**src/cmfd_pkg.sv**
```systemverilog
// Shared types, constants and state codes for the motion and fall detector.
package cmfd_pkg;

    localparam int TimeBits  = 48;
    localparam int FracBits  = 8;
    localparam int MagBits   = 16;
    localparam int BaseBits  = 32;
    localparam int DeltaBits = 23;
    localparam int ConfBits  = 9;
    localparam int CfgBits   = 16;
    localparam int CfgIdxBits = 3;

    // divider geometry
    localparam int DivNumBits = 48;
    localparam int DivDenBits = 32;

    localparam logic [DeltaBits-1:0] DeltaMax     = '1;
    localparam logic [TimeBits-1:0]  FallCoolUs   = 48'd15000000;
    localparam logic [TimeBits-1:0]  MotionCoolUs = 48'd3000000;
    localparam logic [ConfBits-1:0]  ConfOne      = 9'd256;
    // 1.0 in baseline scale (F+16 fraction bits)
    localparam logic [BaseBits-1:0]  BaseOne      = 32'h0100_0000;

    // configuration register indexes
    localparam logic [CfgIdxBits-1:0] RegCalPackets = 3'd0;
    localparam logic [CfgIdxBits-1:0] RegMotionPct  = 3'd1;
    localparam logic [CfgIdxBits-1:0] RegFallPct    = 3'd2;
    localparam logic [CfgIdxBits-1:0] RegMotionCons = 3'd3;
    localparam logic [CfgIdxBits-1:0] RegFallCons   = 3'd4;

    typedef struct packed {
        logic [MagBits-1:0]  magnitude;
        logic [TimeBits-1:0] timestamp_us;
    } t_in_word;

    typedef struct packed {
        logic                 event_kind;
        logic [DeltaBits-1:0] event_value;
        logic [ConfBits-1:0]  confidence;
    } t_out_word;

    typedef enum logic [2:0] {
        ST_IDLE,
        ST_PREP,
        ST_CAL_WAIT,
        ST_DEV_WAIT,
        ST_DRIFT_WAIT,
        ST_EVENT,
        ST_CONF_WAIT,
        ST_EMIT
    } t_state;

endpackage

```
**src/csi_motion_fall_detector_unit.sv**
```systemverilog
// Top level of the channel-magnitude motion and fall detector.
//
//  channel | handshake               | word
//  in      | i_in_valid / o_in_ready | i_in_word (magnitude, timestamp_us)
//  out     | o_out_valid/ i_out_ready| o_out_word (event_kind, event_value, confidence)
//  cfg     | i_cfg_we                | i_cfg_idx, i_cfg_data
//
// A word needs no division for the first calibration sample, one for other
// calibration samples and one to three after calibration; each division holds
// the one shared bit-serial divider until it is done.
// Reset is synchronous, active low; it clears the detector state and loads defaults.
// The result sits in an output register; the next word is taken while it waits,
// and the sequencer stalls only if a second event is ready before it is taken.
module csi_motion_fall_detector_unit import cmfd_pkg::*; (
    input  logic                  i_clk,
    input  logic                  i_rst_n,
    input  logic                  i_in_valid,
    output logic                  o_in_ready,
    input  t_in_word              i_in_word,
    output logic                  o_out_valid,
    input  logic                  i_out_ready,
    output t_out_word             o_out_word,
    input  logic                  i_cfg_we,
    input  logic [CfgIdxBits-1:0] i_cfg_idx,
    input  logic [CfgBits-1:0]    i_cfg_data
);

    // configuration
    logic [15:0] r_cal_packets;
    logic [9:0]  r_motion_pct;
    logic [9:0]  r_fall_pct;
    logic [7:0]  r_motion_cons;
    logic [7:0]  r_fall_cons;

    // detector state
    t_state               r_state, n_state;
    logic [BaseBits-1:0]  r_base, n_base;
    logic [DeltaBits-1:0] r_smooth, n_smooth;
    logic [15:0]          r_seen, n_seen;
    logic [7:0]           r_fall_run, n_fall_run;
    logic [7:0]           r_motion_run, n_motion_run;
    logic [TimeBits-1:0]  r_last_fall, n_last_fall;
    logic [TimeBits-1:0]  r_last_motion, n_last_motion;

    // per-word working registers
    logic [MagBits-1:0]   r_mag, n_mag;
    logic [TimeBits-1:0]  r_now, n_now;
    logic                 r_hit, n_hit;
    logic                 r_kind, n_kind;
    logic [ConfBits-1:0]  r_conf, n_conf;
    logic                 r_out_valid, n_out_valid;
    t_out_word            r_out, n_out;

    // divider launch
    logic                  r_div_start, n_div_start;
    logic [DivNumBits-1:0] r_div_num, n_div_num;
    logic [DivDenBits-1:0] r_div_den, n_div_den;
    logic                  div_done;
    logic [DivNumBits-1:0] div_quot;

    // datapath helpers
    logic [BaseBits-1:0]  mag_wide;
    logic [BaseBits-1:0]  diff;
    logic [BaseBits-1:0]  denom;
    logic [DeltaBits-1:0] dev;
    logic [DeltaBits-1:0] smooth_new;
    logic [DeltaBits+2:0] smooth_sum;
    logic [17:0]          motion_thr;
    logic [17:0]          fall_thr;
    logic [7:0]           fall_run_new;
    logic [7:0]           motion_run_new;
    logic [TimeBits-1:0]  fall_elapsed;
    logic [TimeBits-1:0]  motion_elapsed;
    logic                 fall_evt;
    logic                 motion_evt;
    logic [9:0]           evt_pct;

    cmfd_div u_div (
        .i_clk   (i_clk),
        .i_rst_n (i_rst_n),
        .i_start (r_div_start),
        .i_num   (r_div_num),
        .i_den   (r_div_den),
        .o_done  (div_done),
        .o_quot  (div_quot)
    );

    // configuration writes
    always_ff @(posedge i_clk) begin
        if (!i_rst_n) begin
            r_cal_packets <= 16'd100;
            r_motion_pct  <= 10'd20;
            r_fall_pct    <= 10'd50;
            r_motion_cons <= 8'd3;
            r_fall_cons   <= 8'd2;
        end else if (i_cfg_we) begin
            case (i_cfg_idx)
                RegCalPackets: r_cal_packets <= i_cfg_data;
                RegMotionPct:  r_motion_pct  <= i_cfg_data[9:0];
                RegFallPct:    r_fall_pct    <= i_cfg_data[9:0];
                RegMotionCons: r_motion_cons <= i_cfg_data[7:0];
                RegFallCons:   r_fall_cons   <= i_cfg_data[7:0];
                default: ;
            endcase
        end
    end

    // state register
    always_ff @(posedge i_clk) begin
        if (!i_rst_n) begin
            r_state       <= ST_IDLE;
            r_base        <= '0;
            r_smooth      <= '0;
            r_seen        <= '0;
            r_fall_run    <= '0;
            r_motion_run  <= '0;
            r_last_fall   <= '0;
            r_last_motion <= '0;
            r_out_valid   <= 1'b0;
            r_div_start   <= 1'b0;
            r_hit         <= 1'b0;
        end else begin
            r_state       <= n_state;
            r_base        <= n_base;
            r_smooth      <= n_smooth;
            r_seen        <= n_seen;
            r_fall_run    <= n_fall_run;
            r_motion_run  <= n_motion_run;
            r_last_fall   <= n_last_fall;
            r_last_motion <= n_last_motion;
            r_out_valid   <= n_out_valid;
            r_div_start   <= n_div_start;
            r_hit         <= n_hit;
        end
    end

    // payload registers
    always_ff @(posedge i_clk) begin
        r_mag     <= n_mag;
        r_now     <= n_now;
        r_kind    <= n_kind;
        r_conf    <= n_conf;
        r_out     <= n_out;
        r_div_num <= n_div_num;
        r_div_den <= n_div_den;
    end

    // deviation and streak datapath
    always_comb begin
        mag_wide = {r_mag, 16'b0};
        diff     = (mag_wide >= r_base) ? mag_wide - r_base : r_base - mag_wide;
        denom    = (r_base > BaseOne) ? r_base : BaseOne;
        dev      = (div_quot[DivNumBits-1:DeltaBits] != '0) ? DeltaMax
                                                            : div_quot[DeltaBits-1:0];
        smooth_sum = (DeltaBits+3)'(3) * {3'b0, r_smooth} + {3'b0, dev} + (DeltaBits+3)'(2);
        smooth_new = (r_smooth == '0) ? dev : smooth_sum[DeltaBits+1:2];
        motion_thr = {r_motion_pct, 8'b0};
        fall_thr   = {r_fall_pct, 8'b0};
        fall_run_new = ({5'b0, smooth_new} >= {5'b0, fall_thr}) ?
                       ((r_fall_run == 8'hFF) ? 8'hFF : r_fall_run + 8'd1) : 8'd0;
        motion_run_new = ({5'b0, smooth_new} >= {5'b0, motion_thr}) ?
                         ((r_motion_run == 8'hFF) ? 8'hFF : r_motion_run + 8'd1) : 8'd0;
        fall_elapsed   = r_now - r_last_fall;
        motion_elapsed = r_now - r_last_motion;
        fall_evt   = (fall_run_new >= r_fall_cons) && (fall_elapsed > FallCoolUs);
        motion_evt = (motion_run_new >= r_motion_cons) && (motion_elapsed > MotionCoolUs);
        evt_pct    = r_kind ? r_fall_pct : r_motion_pct;
    end

    // sequencer
    always_comb begin
        n_state       = r_state;
        n_base        = r_base;
        n_smooth      = r_smooth;
        n_seen        = r_seen;
        n_fall_run    = r_fall_run;
        n_motion_run  = r_motion_run;
        n_last_fall   = r_last_fall;
        n_last_motion = r_last_motion;
        n_mag         = r_mag;
        n_now         = r_now;
        n_hit         = r_hit;
        n_kind        = r_kind;
        n_conf        = r_conf;
        n_out         = r_out;
        n_out_valid   = r_out_valid && !i_out_ready;
        n_div_start   = 1'b0;
        n_div_num     = r_div_num;
        n_div_den     = r_div_den;
        o_in_ready    = 1'b0;

        case (r_state)
            ST_IDLE: begin
                o_in_ready = 1'b1;
                if (i_in_valid) begin
                    n_mag   = i_in_word.magnitude;
                    n_now   = i_in_word.timestamp_us;
                    n_state = ST_PREP;
                end
            end
            ST_PREP: begin
                if (r_seen < r_cal_packets) begin
                    n_seen = r_seen + 16'd1;
                    if (r_seen == '0) begin
                        n_base  = mag_wide;
                        n_state = ST_IDLE;
                    end else begin
                        n_div_num = DivNumBits'(r_base) * DivNumBits'(49)
                                  + DivNumBits'(mag_wide) + DivNumBits'(25);
                        n_div_den   = DivDenBits'(50);
                        n_div_start = 1'b1;
                        n_state     = ST_CAL_WAIT;
                    end
                end else begin
                    n_div_num   = {40'(diff) * 40'd100, 8'b0};
                    n_div_den   = denom;
                    n_div_start = 1'b1;
                    n_state     = ST_DEV_WAIT;
                end
            end
            ST_CAL_WAIT: begin
                if (div_done) begin
                    n_base  = div_quot[BaseBits-1:0];
                    n_state = ST_IDLE;
                end
            end
            ST_DEV_WAIT: begin
                if (div_done) begin
                    n_smooth     = smooth_new;
                    n_fall_run   = fall_run_new;
                    n_motion_run = motion_run_new;
                    n_hit        = 1'b0;
                    if (fall_evt) begin
                        n_hit        = 1'b1;
                        n_kind       = 1'b1;
                        n_last_fall  = r_now;
                        n_fall_run   = '0;
                        n_motion_run = '0;
                    end else if (motion_evt) begin
                        n_hit         = 1'b1;
                        n_kind        = 1'b0;
                        n_last_motion = r_now;
                        n_motion_run  = '0;
                    end
                    // baseline drifts only while quiet
                    if ({5'b0, smooth_new} < {5'b0, motion_thr}) begin
                        n_div_num = DivNumBits'(r_base) * DivNumBits'(997)
                                  + DivNumBits'(mag_wide) * DivNumBits'(3)
                                  + DivNumBits'(500);
                        n_div_den   = DivDenBits'(1000);
                        n_div_start = 1'b1;
                        n_state     = ST_DRIFT_WAIT;
                    end else begin
                        n_state = ST_EVENT;
                    end
                end
            end
            ST_DRIFT_WAIT: begin
                if (div_done) begin
                    n_base  = div_quot[BaseBits-1:0];
                    n_state = ST_EVENT;
                end
            end
            ST_EVENT: begin
                if (!r_hit) begin
                    n_state = ST_IDLE;
                end else if (evt_pct == '0) begin
                    n_conf  = ConfOne;
                    n_state = ST_EMIT;
                end else begin
                    if (r_kind) begin
                        n_div_num = {16'b0, r_smooth, 9'b0};
                        n_div_den = {12'b0, 12'(evt_pct) * 12'd3, 8'b0};
                    end else begin
                        n_div_num = {18'b0, r_smooth, 7'b0};
                        n_div_den = {14'b0, evt_pct, 8'b0};
                    end
                    n_div_start = 1'b1;
                    n_state     = ST_CONF_WAIT;
                end
            end
            ST_CONF_WAIT: begin
                if (div_done) begin
                    n_conf  = (div_quot > DivNumBits'(ConfOne)) ? ConfOne
                                                                : div_quot[ConfBits-1:0];
                    n_state = ST_EMIT;
                end
            end
            ST_EMIT: begin
                if (!r_out_valid || i_out_ready) begin
                    n_out.event_kind  = r_kind;
                    n_out.event_value = r_smooth;
                    n_out.confidence  = r_conf;
                    n_out_valid       = 1'b1;
                    n_state           = ST_IDLE;
                end
            end
            default: n_state = ST_IDLE;
        endcase
    end

    assign o_out_valid = r_out_valid;
    assign o_out_word  = r_out;

`ifndef SYNTH
    // confidence is capped at one
    a_conf_cap: assert property (@(posedge i_clk) disable iff (!i_rst_n)
        o_out_valid |-> (o_out_word.confidence <= ConfOne))
        else $error("confidence above cap");

    // divider start is only seen while the sequencer waits on it
    a_div_launch: assert property (@(posedge i_clk) disable iff (!i_rst_n)
        r_div_start |-> (r_state == ST_CAL_WAIT || r_state == ST_DEV_WAIT ||
                         r_state == ST_DRIFT_WAIT || r_state == ST_CONF_WAIT))
        else $error("divider started outside a wait state");

    // an accepted word blocks the input on the next cycle
    a_busy_after_accept: assert property (@(posedge i_clk) disable iff (!i_rst_n)
        (i_in_valid && o_in_ready) |=> !o_in_ready)
        else $error("input taken twice in a row");
`endif

endmodule

```
**src/cmfd_div.sv**
```systemverilog
// Shared restoring divider, one quotient bit per cycle.
module cmfd_div import cmfd_pkg::*; (
    input  logic                  i_clk,
    input  logic                  i_rst_n,
    input  logic                  i_start,
    input  logic [DivNumBits-1:0] i_num,
    input  logic [DivDenBits-1:0] i_den,
    output logic                  o_done,
    output logic [DivNumBits-1:0] o_quot
);

    localparam int CntBits = $clog2(DivNumBits + 1);

    logic [DivNumBits-1:0] r_num;
    logic [DivDenBits-1:0] r_den;
    logic [DivDenBits-1:0] r_rem;
    logic [CntBits-1:0]    r_cnt;
    logic                  r_busy;
    logic                  r_done;
    logic [DivDenBits:0]   trial;
    logic                  fits;

    // trial subtract of the next partial remainder
    assign trial = {r_rem, r_num[DivNumBits-1]};
    assign fits  = trial >= {1'b0, r_den};

    always_ff @(posedge i_clk) begin
        if (!i_rst_n) begin
            r_busy <= 1'b0;
            r_done <= 1'b0;
            r_cnt  <= '0;
        end else begin
            r_done <= 1'b0;
            if (i_start) begin
                r_busy <= 1'b1;
                r_cnt  <= '0;
                r_num  <= i_num;
                r_den  <= i_den;
                r_rem  <= '0;
            end else if (r_busy) begin
                r_rem <= fits ? DivDenBits'(trial - {1'b0, r_den})
                              : trial[DivDenBits-1:0];
                r_num <= {r_num[DivNumBits-2:0], fits};
                r_cnt <= r_cnt + 1'b1;
                if (r_cnt == CntBits'(DivNumBits - 1)) begin
                    r_busy <= 1'b0;
                    r_done <= 1'b1;
                end
            end
        end
    end

    assign o_done = r_done;
    assign o_quot = r_num;

endmodule
```
**config.mk**
```make
export PLATFORM = sky130hd
export DESIGN_NAME = csi_motion_fall_detector_unit
export DESIGN_NICKNAME = d
export VERILOG_FILES = /design/src/cmfd_pkg.sv /design/src/csi_motion_fall_detector_unit.sv /design/src/cmfd_div.sv
export SDC_FILE = /design/constraint.sdc
export NUM_CORES = 2
export LEC_CHECK = 0
export BUFFER_PORTS_ARGS = -buffer_cell sky130_fd_sc_hd__buf_4
export CAP_MARGIN = 15
export CORE_UTILIZATION = 60
export DETAILED_ROUTE_END_ITERATION = 8
export GPL_TIMING_DRIVEN = 0
export PLACE_DENSITY = 0.76
export SLEW_MARGIN = 20
export SYNTH_ARGS = -nofsm -noshare
export SYNTH_HDL_FRONTEND = slang
export SYNTH_SLANG_ARGS = --single-unit
```
**constraint.sdc**
```tcl
create_clock -name i_clk -period 18.3 [get_ports i_clk]
set_input_delay 3.66 -clock i_clk [delete_from_list [all_inputs] [get_ports i_clk]]
set_output_delay 3.66 -clock i_clk [all_outputs]
set_load 0.03 [all_outputs]
```
* Yosys cells after proc, flatten, opt, wreduce, memory -nomap -nowiden
Cells that the tools add are included.
Word-level totals: bits in read-only memories 0, bits in writable memories 0, bits in registers 548, bits in latches 0, output and inout port bits 35, memories kept 0
Cells by class: order comparisons 12, bitwise gates (word level) 3, reductions and logical operators 38, muxes and demuxes 70, equal/unequal tests 28, $mul 6, divide/modulo/power cells 0, shift-type cells 0, add/sub/neg operators 15
Operator list (count):
- $mux 32 | 14
- $mux 48 | 8
- $pmux 48 s3 | 1
- $pmux 32 s3 | 1
- $sub 32x32->32 | 3
- $sub 48x48->48 | 2
- $pmux 32 s2 | 1
- $mux 8 | 7
- $gt 48x22->1 const B | 1
- $gt 48x24->1 const B | 1
- $gt 48x9->1 const B | 1
- $ge 23x18->1 | 2
- $mux 23 | 2
- $add 43x9->44 const B | 1
- $add 42x34->43 | 1
- $mul 32x10->42 const B | 1
- $add 39x5->40 const B | 1
- $add 38x32->39 | 1
- $mul 32x6->38 const B | 1
- $mul 32x5->37 const B | 1
- $mux 9 | 4
- $ge 33x32->1 | 1
- $ge 32x32->1 | 1
- $gt 32x25->1 const B | 1
- other kinds (44) | 114

* Longest topological paths before layout
depth in word-level cells 11, mapped depth 49, mapped depth without buffers 42

* By module
A second synthesis with hierarchy kept.
Unflattened totals: cells, all modules 5858, area, all modules 51664.6 sq um
Modules (own cells, without submodules):
- csi_motion_fall_detector_unit | cells each 5273, sequential area each 10410.0 sq um, area each 44869.3 sq um, instances 1
- cmfd_div | cells each 585, sequential area each 3523.4 sq um, area each 6795.3 sq um, instances 1

* Worst setup path after synthesis
OpenSTA, ideal clock, no wires.
path type register to register, start point reg u_div.r_num[28] (netlist: u_div.o_quot[28]), end point reg r_div_start, library setup time 87 ps, required time 18213 ps, arrival 12159 ps, setup slack 6054 ps, buffers on the path 1, cell stages (with the launch flop) 29, period minus slack after synthesis 12246 ps, path through edfxtp_1 nor4_1 nand4_1 clkbuf_1 or3_1 fa_1 ha_1 a21oi_1 nor2_1 a211oi_1 o21ai_2 a211oi_4 nor2b_1 nor2_1 xor2_1 o21ai_0 ha_1 nor2b_1 o21a_1 o21a_1 o21a_1 o21a_1 o21a_1 o21ai_0 a21oi_1 a2111oi_0 a21oi_1 a211oi_1 and4_1
On the way: word-level cells in the longest chain between the ends 9
RTL lines:
- start, declared | RTL line cmfd_div.sv:14 | logic [DivNumBits-1:0] r_num;
- start signal, assigned | RTL line cmfd_div.sv:37 | r_num <= i_num;
- start signal, assigned | RTL line cmfd_div.sv:43 | r_num <= {r_num[DivNumBits-2:0], fits};
- $reduce_bool 25->1 (*) | RTL line csi_motion_fall_detector_unit.sv:153 | dev = (div_quot[DivNumBits-1:DeltaBits] != '0) ? DeltaMax
- $mux 23 (*) | RTL line csi_motion_fall_detector_unit.sv:153
- $add 25x23->25 | RTL line csi_motion_fall_detector_unit.sv:155 | smooth_sum = (DeltaBits+3)'(3) * {3'b0, r_smooth} + {3'b0, dev} + (DeltaBits+3)'(2);
- $add 25x2->25 | RTL line csi_motion_fall_detector_unit.sv:155
- $mux 23 (*) | RTL line csi_motion_fall_detector_unit.sv:156 | smooth_new = (r_smooth == '0) ? dev : smooth_sum[DeltaBits+1:2];
- via smooth_new[9] | RTL line csi_motion_fall_detector_unit.sv:66 | logic [DeltaBits-1:0] smooth_new;
- $lt 23x18->1 (*) | RTL line csi_motion_fall_detector_unit.sv:246 | if ({5'b0, smooth_new} < {5'b0, motion_thr}) begin
- $mux 1 (*) | RTL line csi_motion_fall_detector_unit.sv:246
- $mux 1 (*) | RTL line csi_motion_fall_detector_unit.sv:228 | if (div_done) begin
- $pmux 1 s3 (*) | RTL line csi_motion_fall_detector_unit.sv:192 | case (r_state)
- end signal, assigned | RTL line csi_motion_fall_detector_unit.sv:132 | r_div_start <= n_div_start;
- end, declared | RTL line csi_motion_fall_detector_unit.sv:55 | logic r_div_start, n_div_start;
Mark *: on every way through the listed nets, which the timed path passes. The rest lies on a longest branch. A chain may end at the register's enable or synchronous reset.

* Worst setup path after layout
start point reg u_div.r_num[26] (netlist: u_div.o_quot[26]), end point reg r_last_motion[33]
On the way: word-level cells in the longest chain between the ends 11, elaborated cells between the ends (all ways) 15, those cells by class add/sub: 2; order compare: 4; mux: 4; bitwise: 1; reduce/logical: 4
RTL lines:
- $reduce_bool 25->1 (*) | RTL line csi_motion_fall_detector_unit.sv:153
- $mux 23 (*) | RTL line csi_motion_fall_detector_unit.sv:153
- $add 25x23->25 | RTL line csi_motion_fall_detector_unit.sv:155
- $add 25x2->25 | RTL line csi_motion_fall_detector_unit.sv:155
- $mux 23 (*) | RTL line csi_motion_fall_detector_unit.sv:156
- via smooth_new[9] | RTL line csi_motion_fall_detector_unit.sv:66
- $ge 23x18->1 | RTL line csi_motion_fall_detector_unit.sv:159 | fall_run_new = ({5'b0, smooth_new} >= {5'b0, fall_thr}) ?
- $mux 8 | RTL line csi_motion_fall_detector_unit.sv:159
- $ge 8x8->1 | RTL line csi_motion_fall_detector_unit.sv:165 | fall_evt = (fall_run_new >= r_fall_cons) && (fall_elapsed > FallCoolUs);
- $logic_and 1x1->1 | RTL line csi_motion_fall_detector_unit.sv:165
- $not 1->1 (no line)
- $reduce_and 4->1 (no line) (*)
- end signal, assigned | RTL line csi_motion_fall_detector_unit.sv:130 | r_last_motion <= n_last_motion;
- end, declared | RTL line csi_motion_fall_detector_unit.sv:43 | logic [TimeBits-1:0] r_last_motion, n_last_motion;
Marks and branches as above.

==> results.md <==
- Most frequent cells in the layout: 744 x inv_1, 625 x ha_1, 540 x nand2_1
- Hold WC Path Type: reg2reg
- Rel. slew slack: 17.9%
- Input/output buffers: 121
- Number of max-slew violations in the final report: 0
- Area grow syn2layout: 8.99%
- Critical path class: reg2reg
- Fillers: 6815
- Syn Inst Count: 5613
- Sequential share of the synthesized area: 27.7%
- Longest Clk Path Bufs: 3
- Die Ht: between 200 and 300 µm
- Critical Path Max Stage Delay: 0.86 ns
- Detail Placement HPWL: 119000 µm
- Clk root buf: clkbuf_16
- First-pass GRT wire length: 229000 µm
- Req. time, crit path: 18.82 ns
- Worst clock skew: 0.0439 ns
- Fin Hold WS: just over 0.4 ns
- All-Layer GR Usage: 34.2%
- Rows: 105
- Post-synth EDFFs: 298
- Crit path DAT: 12.14 ns
- Mapped Nets: approximately 6600
- R2R Setup Slk: 6.68 ns
- Max Cap Viol: 0
- Clock latency on the worst-skew pair: a little under 0.7 ns
- Total Power: 0.00626 W
- Vias: between 40000 and 50000
- Gr ovfl total: 0
- Initial DRC count: 3126
- CTS sink cnt: 547
- Synth warnings: 0
- Fin crit share: 63.5%
- CP endpoint kind: flip-flop
- CTS tree: done
- Synthesized flop and latch total: 547
- Inserted Clock Buffers: 59
- Die Width: 292 µm
- Power Density: around 110 nW/µm²
- Minimum clock period: 11.62 ns
- Per-cell routed wire length: 21.2 µm
- Async set-reset flop share out of synthesis: 0%
- Aggregate routed wire length: about 150000 µm
- Residual DRC count: 0
- Hold buffer count at cts: 0
- Max H-tree Level: 2
- NumNets Final: 6782
- Status: completed
- Worst setup SP type: flip-flop
- Routed Antenna Nets: 0
- Achievable frequency: between 0.08 and 0.09 GHz
- Initial Util: 61.0%
- Final Hold Violating Endpoints: 0
- Vias per cell: around 6.1
- Met3 WL: 10900 µm
- ANT cells: 0
- Initial antenna violation count: 1
- CORE AREA: 82500 µm²
- Maximum VDD drop: 581 µV
- Final setup fails: 0
- DR pass1 iterations: 7
- Unrepaired setup endpoints after global routing: no
- DIE AREA: 85000 µm²
- Cell variety after synth: 100
- Post-Syn Area per Cell: 8.96 µm²
- Share of cells above drive strength 1: 6.38%
- TNS Setup: 0 ns
- I/O pin count: 123
- Worst path slowest cell: o21ai_0
- Crit path max fanout: 10
- Highest metal used: met4
- Routability cong.: 0.989
- Slew @ Worst Pin: 1.23 ns
- Post-synth top flop: edfxtp_1
- Commonest non-fill, non-tap cell in the layout: inv_1
- Post-CTS setup buffers: 0
- Leakage: 24.6 nW
- Met2 WL: 68600 µm
- Worst-path clk slew: 0.07 ns
- Largest net degree at the start of global routing: roughly 50
- Synthesized cell area: 50300 µm²
- Vias in the first global route: 41400
- # resized after CTS: 0
- M1 wire length: around 60000 µm
[worst paths after layout]
kind,end,from,cells past startpoint
worst max-delay path,r_last_motion[33],u_div.o_quot[26],49
worst min register to register,u_div.r_den[20],r_div_den[20],0
worst min-delay path,u_div.r_den[20],r_div_den[20],0
worst max register to register,r_last_motion[33],u_div.o_quot[26],49
[report_power, final]
group	internal (W)	leakage (nW)	switching (W)	total (W)
sequential	0.00137	4.77	0.0000648	0.00143
combinational	0.00131	18.8	0.00226	0.00357
clock	0.000706	0.995	0.000550	0.00126
[registers in the layout, indices dropped and copies added (netlist names), 33 cells and up]
signal	count
u_div.o_quot	48
r_now	48
r_last_fall	48
r_last_motion	48
o_out_word	33
r_div_num	47
[through the flow]
| stage | setup slack, ns | area [µm²] | util (%) | instances |
|---|---|---|---|---|
| after global placement | 1.29 | 52600 | 63.7 | 6804 |
| after CTS | 6.93 | 54800 | 66.5 | 6929 |
| final | 6.68 | 54800 | 66.5 | 6929 |
| after detailed placement | 6.98 | 52800 | 64.0 | 6817 |
| after global routing | 6.00 | 54800 | 66.5 | 6929 |
| after floorplan | 6.05 | 50300 | - | 5613 |
[per-layer routing]
layer	track usage, %	vias up
met5	0	-
met4	16.0	0
met3	5.54	366
met2	57.1	1479
met1	43.5	20200
li1	-	20000
[area by class of cell]
type | count | area [µm²] | share of cell area [%]
Buffer | 192 | 805 | 1.47
Clock buffer | 70 | 1600 | 2.92
Clock inverter | 42 | 424 | 0.773
Inverter | 745 | 2800 | 5.10
Multi-Input combinational cell | 4129 | 32800 | 59.8
Sequential cell | 547 | 13900 | 25.4
Tap cell | 1070 | 1340 | 2.44
Timing Repair Buffer | 134 | 1120 | 2.04
[critical path, delay by kind of cell, from the launching register on]
kind,cells,cell delay [ns]
compound gates,20,5.21
xor+xnor,1,0.09
fa+ha+maj,3,0.82
buf+inv,7,1.92
flops,1,0.45
mux,1,0.13
simple gates,17,2.89
[kinds of logic after synthesis]
family,Yosys count,synth area share (%)
compound gates,1287,16.5
simple gates,1485,13.9
buf+inv,937,7.16
xor+xnor,253,4.40
fa+ha+maj,886,25.9
mux,218,4.47
flops,547,27.7
[synthesized netlist by cell type, types with 14 or more instances]
cell type | instances | area (µm²)
a211oi_1 | 75 | 563
a21boi_0 | 22 | 165
a21o_1 | 144 | 1080
a21oi_1 | 426 | 2130
a31oi_1 | 39 | 244
and2_1 | 39 | 244
and3_1 | 38 | 238
buf_2 | 18 | 90.1
clkbuf_1 | 153 | 574
dfxtp_1 | 249 | 4980
edfxtp_1 | 298 | 8950
fa_1 | 261 | 5230
ha_1 | 625 | 7820
inv_1 | 744 | 2790
mux2_2 | 54 | 608
mux2i_1 | 164 | 1640
nand2_1 | 540 | 2030
nand2b_1 | 46 | 288
nand3_1 | 120 | 601
nand4_1 | 74 | 463
nor2_1 | 337 | 1260
nor2b_1 | 59 | 369
nor3_1 | 74 | 370
nor4_1 | 51 | 319
o2111ai_1 | 14 | 123
o211ai_1 | 50 | 375
o21a_1 | 52 | 390
o21ai_0 | 215 | 1080
o21bai_1 | 43 | 323
o221ai_1 | 19 | 166
o22ai_1 | 22 | 138
o31ai_1 | 19 | 143
or2_2 | 19 | 119
or3_1 | 39 | 244
xnor2_1 | 159 | 1390
xor2_1 | 94 | 823
(Power assumes the default switching activity.)
